### config.mk
export PLATFORM = sky130hd
export DESIGN_NAME = base64_bitmap_payload_decoder_top
export DESIGN_NICKNAME = d
export VERILOG_FILES = /design/src/hdl/b64d_pkg.sv /design/src/hdl/b64d_csr.sv /design/src/hdl/b64d_front.sv /design/src/hdl/b64d_back.sv /design/src/hdl/base64_bitmap_payload_decoder_top.sv
export SDC_FILE = /design/constraint.sdc
export NUM_CORES = 1
export LEC_CHECK = 0
export BUFFER_PORTS_ARGS = -buffer_cell sky130_fd_sc_hd__buf_4
export CORE_MARGIN = 3
export CORE_UTILIZATION = 50
export DETAILED_ROUTE_END_ITERATION = 8
export GPL_TIMING_DRIVEN = 1
export PLACE_DENSITY = 0.7
export SYNTH_ARGS = -nofsm -noshare
export SYNTH_HDL_FRONTEND = slang
export SYNTH_SLANG_ARGS = --single-unit
### constraint.sdc
create_clock -name clock -period 10.1 [get_ports clock]
set_input_delay 0 -clock clock [delete_from_list [all_inputs] [get_ports clock]]
set_output_delay 0 -clock clock [all_outputs]
set_load 0.01 [all_outputs]
### src/hdl/b64d_pkg.sv
`timescale 1ns / 1ps
// ----------------------------------------------------------------------------
// b64d_pkg
// Types, constants and the character table shared by the decoder modules.
// ----------------------------------------------------------------------------
package b64d_pkg;

   localparam int MAX_BYTES  = 4096;
   localparam int CFG_W      = 12;
   localparam int COUNT_W    = 13;
   localparam int PROD_W     = 22;

   // ASCII codes
   localparam logic [7:0] CHAR_TERM    = 8'h00;
   localparam logic [7:0] CHAR_PAD     = 8'h3D;
   localparam logic [7:0] CHAR_UPPER_A = 8'h41;
   localparam logic [7:0] CHAR_UPPER_Z = 8'h5A;
   localparam logic [7:0] CHAR_LOWER_A = 8'h61;
   localparam logic [7:0] CHAR_LOWER_Z = 8'h7A;
   localparam logic [7:0] CHAR_DIGIT_0 = 8'h30;
   localparam logic [7:0] CHAR_DIGIT_9 = 8'h39;
   localparam logic [7:0] CHAR_PLUS    = 8'h2B;
   localparam logic [7:0] CHAR_SLASH   = 8'h2F;

   localparam logic [7:0] LOWER_BASE = 8'd26;
   localparam logic [7:0] DIGIT_BASE = 8'd52;
   localparam logic [5:0] PLUS_CODE  = 6'd62;
   localparam logic [5:0] SLASH_CODE = 6'd63;

   typedef enum logic {
      CSR_WIDTH  = 1'b0,
      CSR_HEIGHT = 1'b1
   } csr_index_type;

   typedef enum logic [2:0] {
      ST_OK    = 3'd0,
      ST_GEOM  = 3'd1,
      ST_CHAR  = 3'd2,
      ST_LONG  = 3'd3,
      ST_SHORT = 3'd4
   } status_type;

   typedef enum logic [1:0] {
      PH_COLLECT = 2'd0,
      PH_STOPPED = 2'd1,
      PH_ERROR   = 2'd2
   } phase_type;

   typedef enum logic [1:0] {
      CMD_TERM = 2'd0,
      CMD_PAD  = 2'd1,
      CMD_DATA = 2'd2,
      CMD_BAD  = 2'd3
   } cmd_kind_type;

   typedef struct packed {
      cmd_kind_type kind;
      logic [5:0]   sextet;
   } cmd_type;

   typedef struct packed {
      logic               ok;
      logic [COUNT_W-1:0] need;
   } geom_type;

   typedef struct packed {
      logic [7:0] data_byte;
      logic       kind;
      status_type status;
      logic       last;
   } result_type;

   // Classify one character; sextet is only meaningful for CMD_DATA.
   function automatic cmd_type classify(logic [7:0] c);
      cmd_type r;
      r.kind   = CMD_BAD;
      r.sextet = '0;
      if (c == CHAR_TERM) begin
         r.kind = CMD_TERM;
      end else if (c == CHAR_PAD) begin
         r.kind = CMD_PAD;
      end else if (c >= CHAR_UPPER_A && c <= CHAR_UPPER_Z) begin
         r.kind   = CMD_DATA;
         r.sextet = 6'(c - CHAR_UPPER_A);
      end else if (c >= CHAR_LOWER_A && c <= CHAR_LOWER_Z) begin
         r.kind   = CMD_DATA;
         r.sextet = 6'(c - CHAR_LOWER_A + LOWER_BASE);
      end else if (c >= CHAR_DIGIT_0 && c <= CHAR_DIGIT_9) begin
         r.kind   = CMD_DATA;
         r.sextet = 6'(c - CHAR_DIGIT_0 + DIGIT_BASE);
      end else if (c == CHAR_PLUS) begin
         r.kind   = CMD_DATA;
         r.sextet = PLUS_CODE;
      end else if (c == CHAR_SLASH) begin
         r.kind   = CMD_DATA;
         r.sextet = SLASH_CODE;
      end
      return r;
   endfunction

endpackage

### src/hdl/b64d_csr.sv
`timescale 1ns / 1ps
// ----------------------------------------------------------------------------
// b64d_csr
// Geometry registers; the expected byte count is computed on each write.
// ----------------------------------------------------------------------------
module b64d_csr import b64d_pkg::*; (
   input  logic             clock,
   input  logic             reset,
   input  logic             csr_we,
   input  csr_index_type    csr_index,
   input  logic [CFG_W-1:0] csr_wdata,
   output geom_type         geom
);

   logic [CFG_W-1:0] width_ff, width_in;
   logic [CFG_W-1:0] height_ff, height_in;
   geom_type         geom_ff, geom_in;
   logic [9:0]       row_bytes;
   logic [PROD_W-1:0] product;

   always_comb begin
      width_in  = width_ff;
      height_in = height_ff;
      if (csr_we) begin
         case (csr_index)
            CSR_WIDTH:  width_in  = csr_wdata;
            CSR_HEIGHT: height_in = csr_wdata;
            default:    width_in  = width_ff;
         endcase
      end
      // ceil(width/8) bytes per row
      row_bytes  = 10'((13'(width_in) + 13'd7) >> 3);
      product    = PROD_W'(row_bytes) * PROD_W'(height_in);
      geom_in.ok = (width_in != '0) && (height_in != '0)
                   && (product <= PROD_W'(MAX_BYTES));
      geom_in.need = geom_in.ok ? COUNT_W'(product) : '0;
   end

   always_ff @(posedge clock) begin
      if (reset) begin
         width_ff  <= '0;
         height_ff <= '0;
         geom_ff   <= '0;
      end else begin
         width_ff  <= width_in;
         height_ff <= height_in;
         geom_ff   <= geom_in;
      end
   end

   assign geom = geom_ff;

endmodule

### src/hdl/b64d_front.sv
`timescale 1ns / 1ps
// ----------------------------------------------------------------------------
// b64d_front
// Accepts characters, classifies them and holds them in a two-entry queue.
// ----------------------------------------------------------------------------
module b64d_front import b64d_pkg::*; (
   input  logic       clock,
   input  logic       reset,
   input  logic       req_push,
   output logic       req_full,
   input  logic [7:0] req_char_code,
   output logic       cmd_valid,
   output cmd_type    cmd,
   input  logic       cmd_pop
);

   cmd_type    cmd_q_ff [2];
   logic       wr_ptr_ff, wr_ptr_in;
   logic       rd_ptr_ff, rd_ptr_in;
   logic [1:0] count_ff, count_in;
   logic       push;

   assign req_full  = (count_ff == 2'd2);
   assign push      = req_push && !req_full;
   assign cmd_valid = (count_ff != 2'd0);
   assign cmd       = cmd_q_ff[rd_ptr_ff];

   always_comb begin
      wr_ptr_in = wr_ptr_ff ^ push;
      rd_ptr_in = rd_ptr_ff ^ cmd_pop;
      count_in  = count_ff + 2'(push) - 2'(cmd_pop);
   end

   always_ff @(posedge clock) begin
      if (reset) begin
         wr_ptr_ff <= 1'b0;
         rd_ptr_ff <= 1'b0;
         count_ff  <= '0;
      end else begin
         wr_ptr_ff <= wr_ptr_in;
         rd_ptr_ff <= rd_ptr_in;
         count_ff  <= count_in;
      end
   end

   always_ff @(posedge clock) begin
      if (push) begin
         cmd_q_ff[wr_ptr_ff] <= classify(req_char_code);
      end
   end

endmodule

### src/hdl/b64d_back.sv
`timescale 1ns / 1ps
// ----------------------------------------------------------------------------
// b64d_back
// Runs the decode state per command and queues bytes and status results.
// ----------------------------------------------------------------------------
module b64d_back import b64d_pkg::*; (
   input  logic        clock,
   input  logic        reset,
   input  logic        cmd_valid,
   input  cmd_type     cmd,
   output logic        cmd_pop,
   input  geom_type    geom,
   output logic        rsp_empty,
   input  logic        rsp_pop,
   output result_type  rsp_item
);

   phase_type          phase_ff, phase_in;
   logic [11:0]        bit_store_ff, bit_store_in;
   logic [2:0]         bits_held_ff, bits_held_in;
   logic [COUNT_W-1:0] emitted_ff, emitted_in;
   status_type         error_ff, error_in;

   result_type res_q_ff [2];
   logic       res_wr_ff, res_rd_ff;
   logic [1:0] res_count_ff, res_count_in;
   logic       res_push;
   result_type res_item;

   logic        do_step;
   logic        collecting;
   logic [11:0] store_shift;
   logic [3:0]  held_sum;
   logic        byte_ready;
   logic        too_long;
   logic        pop_eff;

   assign rsp_empty = (res_count_ff == 2'd0);
   assign pop_eff   = rsp_pop && !rsp_empty;
   assign do_step   = cmd_valid && ((res_count_ff != 2'd2) || pop_eff);
   assign cmd_pop   = do_step;
   assign rsp_item  = res_q_ff[res_rd_ff];

   assign collecting  = (phase_ff == PH_COLLECT) && geom.ok;
   assign store_shift = {bit_store_ff[5:0], cmd.sextet};
   assign held_sum    = 4'(bits_held_ff) + 4'd6;
   assign byte_ready  = (held_sum >= 4'd8);
   assign too_long    = byte_ready && (emitted_ff >= geom.need);

   // Next phase
   always_comb begin
      phase_in = phase_ff;
      if (do_step) begin
         if (cmd.kind == CMD_TERM) begin
            phase_in = PH_COLLECT;
         end else if (phase_ff == PH_COLLECT) begin
            if (!geom.ok) begin
               phase_in = PH_ERROR;
            end else begin
               case (cmd.kind)
                  CMD_PAD:  phase_in = PH_STOPPED;
                  CMD_BAD:  phase_in = PH_ERROR;
                  CMD_DATA: phase_in = too_long ? PH_ERROR : PH_COLLECT;
                  default:  phase_in = phase_ff;
               endcase
            end
         end
      end
   end

   // Datapath and results
   always_comb begin
      bit_store_in = bit_store_ff;
      bits_held_in = bits_held_ff;
      emitted_in   = emitted_ff;
      error_in     = error_ff;
      res_push     = 1'b0;
      res_item     = '{data_byte: '0, kind: 1'b0, status: ST_OK, last: 1'b0};
      if (do_step) begin
         if (cmd.kind == CMD_TERM) begin
            res_push      = 1'b1;
            res_item.kind = 1'b1;
            res_item.last = 1'b1;
            if (!geom.ok) begin
               res_item.status = ST_GEOM;
            end else if (error_ff != ST_OK) begin
               res_item.status = error_ff;
            end else if (emitted_ff > geom.need) begin
               res_item.status = ST_LONG;
            end else if (emitted_ff < geom.need) begin
               res_item.status = ST_SHORT;
            end else begin
               res_item.status = ST_OK;
            end
            bit_store_in = '0;
            bits_held_in = '0;
            emitted_in   = '0;
            error_in     = ST_OK;
         end else if (phase_ff == PH_COLLECT && !geom.ok) begin
            if (error_ff == ST_OK) error_in = ST_GEOM;
         end else if (collecting) begin
            case (cmd.kind)
               CMD_BAD: begin
                  if (error_ff == ST_OK) error_in = ST_CHAR;
               end
               CMD_DATA: begin
                  bit_store_in = store_shift;
                  bits_held_in = byte_ready ? 3'(held_sum - 4'd8) : held_sum[2:0];
                  if (too_long) begin
                     if (error_ff == ST_OK) error_in = ST_LONG;
                  end else if (byte_ready) begin
                     res_push           = 1'b1;
                     res_item.data_byte = 8'(store_shift >> bits_held_in);
                     emitted_in         = emitted_ff + 1'b1;
                  end
               end
               default: begin
                  error_in = error_ff;
               end
            endcase
         end
      end
      res_count_in = res_count_ff + 2'(res_push) - 2'(pop_eff);
   end

   always_ff @(posedge clock) begin
      if (reset) begin
         phase_ff     <= PH_COLLECT;
         bit_store_ff <= '0;
         bits_held_ff <= '0;
         emitted_ff   <= '0;
         error_ff     <= ST_OK;
         res_wr_ff    <= 1'b0;
         res_rd_ff    <= 1'b0;
         res_count_ff <= '0;
      end else begin
         phase_ff     <= phase_in;
         bit_store_ff <= bit_store_in;
         bits_held_ff <= bits_held_in;
         emitted_ff   <= emitted_in;
         error_ff     <= error_in;
         res_wr_ff    <= res_wr_ff ^ res_push;
         res_rd_ff    <= res_rd_ff ^ pop_eff;
         res_count_ff <= res_count_in;
      end
   end

   always_ff @(posedge clock) begin
      if (res_push) begin
         res_q_ff[res_wr_ff] <= res_item;
      end
   end

endmodule

### src/hdl/base64_bitmap_payload_decoder_top.sv
`timescale 1ns / 1ps
// ----------------------------------------------------------------------------
// base64_bitmap_payload_decoder_top
// Streaming base64 decoder for a bitmap payload with length checking.
// ----------------------------------------------------------------------------
// Feed one base64 character per request; code 0 ends the payload and always
// yields one status result (kind=1, last=1). Alphabet characters produce a
// decoded byte (kind=0) whenever eight bits are ready. The expected length is
// ceil(width/8)*height bytes from the two geometry registers; status codes
// are 0 ok, 1 bad geometry, 2 bad character, 3 too long, 4 too short. After
// an error or '=', no more bytes come out until the terminator. Keep the
// bytes only if the final status is ok. Throughput is one character per
// clock while the result queue has room or is popped: the front end classifies
// a character into a two-entry queue, and the back end updates the decode
// state per command into a two-entry result queue, which registers each
// result. Geometry writes are checked on the write itself (one multiply), so
// a request may follow a write in the next cycle; write only while idle.
// ----------------------------------------------------------------------------
module base64_bitmap_payload_decoder_top import b64d_pkg::*; (
   input  logic             clock,
   input  logic             reset,
   // request side
   input  logic             req_push,
   output logic             req_full,
   input  logic [7:0]       req_char_code,
   // result side
   output logic             rsp_empty,
   input  logic             rsp_pop,
   output logic [7:0]       rsp_data_byte,
   output logic             rsp_kind,
   output logic [2:0]       rsp_status,
   output logic             rsp_last,
   // geometry registers
   input  logic             csr_we,
   input  logic             csr_index,
   input  logic [CFG_W-1:0] csr_wdata
);

   geom_type   geom;
   cmd_type    cmd;
   logic       cmd_valid;
   logic       cmd_pop;
   result_type rsp_item;

   // width/height registers and the expected byte count
   b64d_csr u_csr (
      .clock     (clock),
      .reset     (reset),
      .csr_we    (csr_we),
      .csr_index (csr_index_type'(csr_index)),
      .csr_wdata (csr_wdata),
      .geom      (geom)
   );

   // character intake and classification
   b64d_front u_front (
      .clock         (clock),
      .reset         (reset),
      .req_push      (req_push),
      .req_full      (req_full),
      .req_char_code (req_char_code),
      .cmd_valid     (cmd_valid),
      .cmd           (cmd),
      .cmd_pop       (cmd_pop)
   );

   // decode state and result queue
   b64d_back u_back (
      .clock     (clock),
      .reset     (reset),
      .cmd_valid (cmd_valid),
      .cmd       (cmd),
      .cmd_pop   (cmd_pop),
      .geom      (geom),
      .rsp_empty (rsp_empty),
      .rsp_pop   (rsp_pop),
      .rsp_item  (rsp_item)
   );

   assign rsp_data_byte = rsp_item.data_byte;
   assign rsp_kind      = rsp_item.kind;
   assign rsp_status    = 3'(rsp_item.status);
   assign rsp_last      = rsp_item.last;

endmodule

==> impl_metrics.env <==
export IMPL_grt_util_met3_pct=3.016
export IMPL_start_kind="input port"
export IMPL_grt_util_met2_pct=33.82
export IMPL_nNetsFinal=1346
export IMPL_core_mm2=0.01965
export IMPL_drtPass1Iterations=5
export IMPL_crit_arrival_ps=8170
export IMPL_grt_total_usage_pct=20.68
export IMPL_ys_flop_type="dfxtp_1"
export IMPL_yosysWarnings=0
export IMPL_pwr_density_cell_mw_per_mm2=128.5
export IMPL_worst_pin_slew_ps=1226
export IMPL_grt_busiest_layer="met2"
export IMPL_die_x_um=148.1
export IMPL_p_total_w=0.001406
export IMPL_die_h_um=148.1
export IMPL_setup_tns_final_ps=0
export IMPL_grt_pass1_wl_um=37370
export IMPL_vias_per_cell=5.617
export IMPL_syn_avg_cell_area_um2=8.906
export IMPL_dp_hpwl_um=17330
export IMPL_n_fill_cell=1818
export IMPL_grt_pass1_vias=7586
export IMPL_worstSkewPairLatency_ps=350
export IMPL_numCtsBuffers=9
export IMPL_wl_per_cell_um=15.63
export IMPL_drv_slew=0
export IMPL_overflow=0
export IMPL_cts_max_level=3
export IMPL_clock_skew_ps=13.21
export IMPL_place_area_mm2=0.01058
export IMPL_rsz0062_at_grt="no"
export IMPL_hold_viol=0
export IMPL_cp_max_fo=19
export IMPL_setup_violations=0
export IMPL_fin_crit_sh_pct=78.47
export IMPL_cts_tree="done"
export IMPL_async_reset_ff_share_pct=0
export IMPL_criticalPathCategory="in2reg"
export IMPL_num_rows=51
export IMPL_crit_path_max_incr_delay_ps=860
export IMPL_synth_cells=1134
export IMPL_synth_edff_count=40
export IMPL_cts_sinks=111
export IMPL_cts_max_path_buffers=2
export IMPL_cts_root_buf="clkbuf_16"
export IMPL_antenna_cells=0
export IMPL_gp_congestion=0.8903
export IMPL_vias=7976
export IMPL_drc_errors=0
export IMPL_synth_nets=1330
export IMPL_synth_yosys_seq_area_share_pct=25.97
export IMPL_ir_worst_vdd_mv=0.07345
export IMPL_period_needed_ps=7925
export IMPL_p_leak_nw=4.853
export IMPL_cp_slowest_cell="or4_1"
export IMPL_synthToLayoutAreaGrowth_pct=8.276
export IMPL_netlist_area_mm2=0.01010
export IMPL_die_area_mm2=0.02194
export IMPL_drt_total_wl_um=22190
export IMPL_rrSetupSlack_ps=2190
export IMPL_design_area_mm2=0.01094
export IMPL_drv_cap=0
export IMPL_clk_pin_slew_worst_paths_ps=70
export IMPL_io_pins=41
export IMPL_placement_io_buffers=40
export IMPL_fmax_mhz=126.2
export IMPL_postCtsSetupBuffers=0
export IMPL_drt_first_iter_violations=399
export IMPL_synth_seq_cells=111
export IMPL_hold_path_class="in2reg"
export IMPL_grt_use_met1_pct=29.11
export IMPL_cp_end_kind="flop"
export IMPL_synthDistinctLibCells=61
export IMPL_cp_common_cell="fa_1"
export IMPL_cp_data_required_time_ps=10350
export IMPL_status="completed"
export IMPL_final_antenna_net_count=0
export IMPL_drive_above_1_share_pct=8.831
export IMPL_antenna_found_initial=0
export IMPL_grt_max_degree=49
export IMPL_max_slew_margin_pct=18.02
export IMPL_initial_core_util_pct=51.39
==> per-stage QoR <==
| stage | hold WS, ps | std cells | utilization [%] | setup slack (ps) |
|---|---|---|---|---|
| floorplan | 136.0 | 1134 | - | 2735 |
| global placement | 291.7 | 1396 | 53.81 | 2000 |
| detailed placement | 300.8 | 1396 | 53.81 | 1780 |
| CTS | 27.62 | 1420 | 55.64 | 2150 |
| global route | 69.25 | 1420 | 55.64 | 1532 |
| finish | 43.66 | 1420 | 55.64 | 2175 |
==> flip-flops by register name, indices dropped and copies added (netlist names) <==
register             cells
u_back.bit_store_ff      6
u_front.cmd_q_ff        16
u_csr.geom              14
u_back.res_q_ff         24
u_csr.width_ff          12
u_front.count_ff         2
u_back.res_rd_ff         1
u_back.phase_ff          2
u_csr.height_ff         12
u_back.res_wr_ff         1
u_back.bits_held_ff      2
u_front.wr_ptr_ff        1
u_back.emitted_ff       13
u_back.error_ff          2
u_front.rd_ptr_ff        1
u_back.res_count_ff      2
==> placed cells by master (no fill, tap or decap), types with 13 or more instances in the layout <==
master / synthesis / layout
nand2_1: 130 / 130
inv_1: 128 / 128
nor2_1: 121 / 121
ha_1: 92 / 92
fa_1: 78 / 78
dfxtp_1: 71 / 71
a21oi_1: 66 / 66
buf_4: 1 / 45
edfxtp_1: 40 / 40
mux2i_1: 34 / 34
mux2_2: 28 / 28
o21ai_0: 23 / 23
nor3_1: 18 / 18
xnor2_1: 18 / 18
nor4_1: 17 / 17
xor2_1: 16 / 16
o2111ai_1: 15 / 15
and3_1: 13 / 13
a21o_1: 13 / 13
==> synth_stat cells, drive strengths merged (7+ instances only) <==
cell type / number / area (µm²)
a211oi: 12 / 90.09
a21o: 13 / 97.59
a21oi: 66 / 330.3
a31oi: 7 / 43.79
and2: 11 / 68.82
and3: 13 / 81.33
buf: 9 / 46.29
clkbuf: 39 / 147.6
dfxtp: 71 / 1421
edfxtp: 40 / 1201
fa: 78 / 1562
ha: 92 / 1151
inv: 128 / 480.5
mux2: 28 / 315.3
mux2i: 34 / 340.3
nand2: 130 / 488.0
nand2b: 9 / 56.30
nand3: 12 / 60.06
nand4: 11 / 68.82
nor2: 121 / 454.2
nor2b: 12 / 75.07
nor3: 18 / 90.09
nor4: 27 / 231.5
o2111ai: 15 / 131.4
o21a: 7 / 52.55
o21ai: 23 / 115.1
o31ai: 7 / 52.55
or3: 7 / 43.79
or4: 10 / 76.32
xnor2: 18 / 157.7
xor2: 16 / 140.1
==> metal layers <==
metal	vias up	share of wire, %
met2	193	47
met5	-	0
met3	38	4.5
li1	3930	-
met1	3815	46
met4	0	2.3
==> critical path, delay by kind of cell <==
family | cells | cell delay [ps]
mux | 3 | 1220
compound gates | 4 | 870
buf+inv | 5 | 450
xor+xnor | 1 | 170
fa+ha+maj | 6 | 2990
simple gates | 6 | 2460
==> power breakdown <==
group | internal [W] | leakage (nW) | switching (W)
clock | 0.000171 | 0.135 | 0.000167
combinational | 0.000214 | 3.74 | 0.000319
sequential | 0.000501 | 0.975 | 0.0000333
==> cell type report <==
| cell class | instances | area [µm²] | share of cell area (%) |
|---|---|---|---|
| Multi-Input combinational cell | 847 | 6803 | 62.21 |
| Sequential cell | 111 | 2623 | 23.98 |
| Inverter | 128 | 480.5 | 4.394 |
| Timing Repair Buffer | 53 | 417.9 | 3.822 |
| Tap cell | 265 | 331.6 | 3.032 |
| Clock buffer | 9 | 225.2 | 2.059 |
| Clock inverter | 7 | 55.05 | 0.5034 |
==> worst paths after layout <==
path / start / end / cells after the start
min reg2reg: u_back.phase_ff[0] / u_back.phase_ff[0] / 2
max reg2reg: u_csr.width_ff[3] / u_csr.geom[1] / 24
max: csr_index / u_csr.geom[1] / 25
min: csr_wdata[4] / u_csr.width_ff[4] / 3
==> repair_timing <==
item	CTS	global route
setup endpoints to repair	0	0
resized for setup	0	0
hold buffers	8	0
hold endpoints to repair	8	0
==> cells by family (layout without fill, tap and decap cells) <==
logic type	Yosys count	in the layout	synth area share (%)
DFF	111	111	25.97
xor gates and xnor gates	34	34	2.948
AOI/OAI and AO/OA	186	186	12.20
muxes	62	62	6.492
and+or+nand+nor	395	395	18.86
buffers and inverters	176	197	6.677
adders and majority gates	170	170	26.86
(Power assumes the default switching activity.)
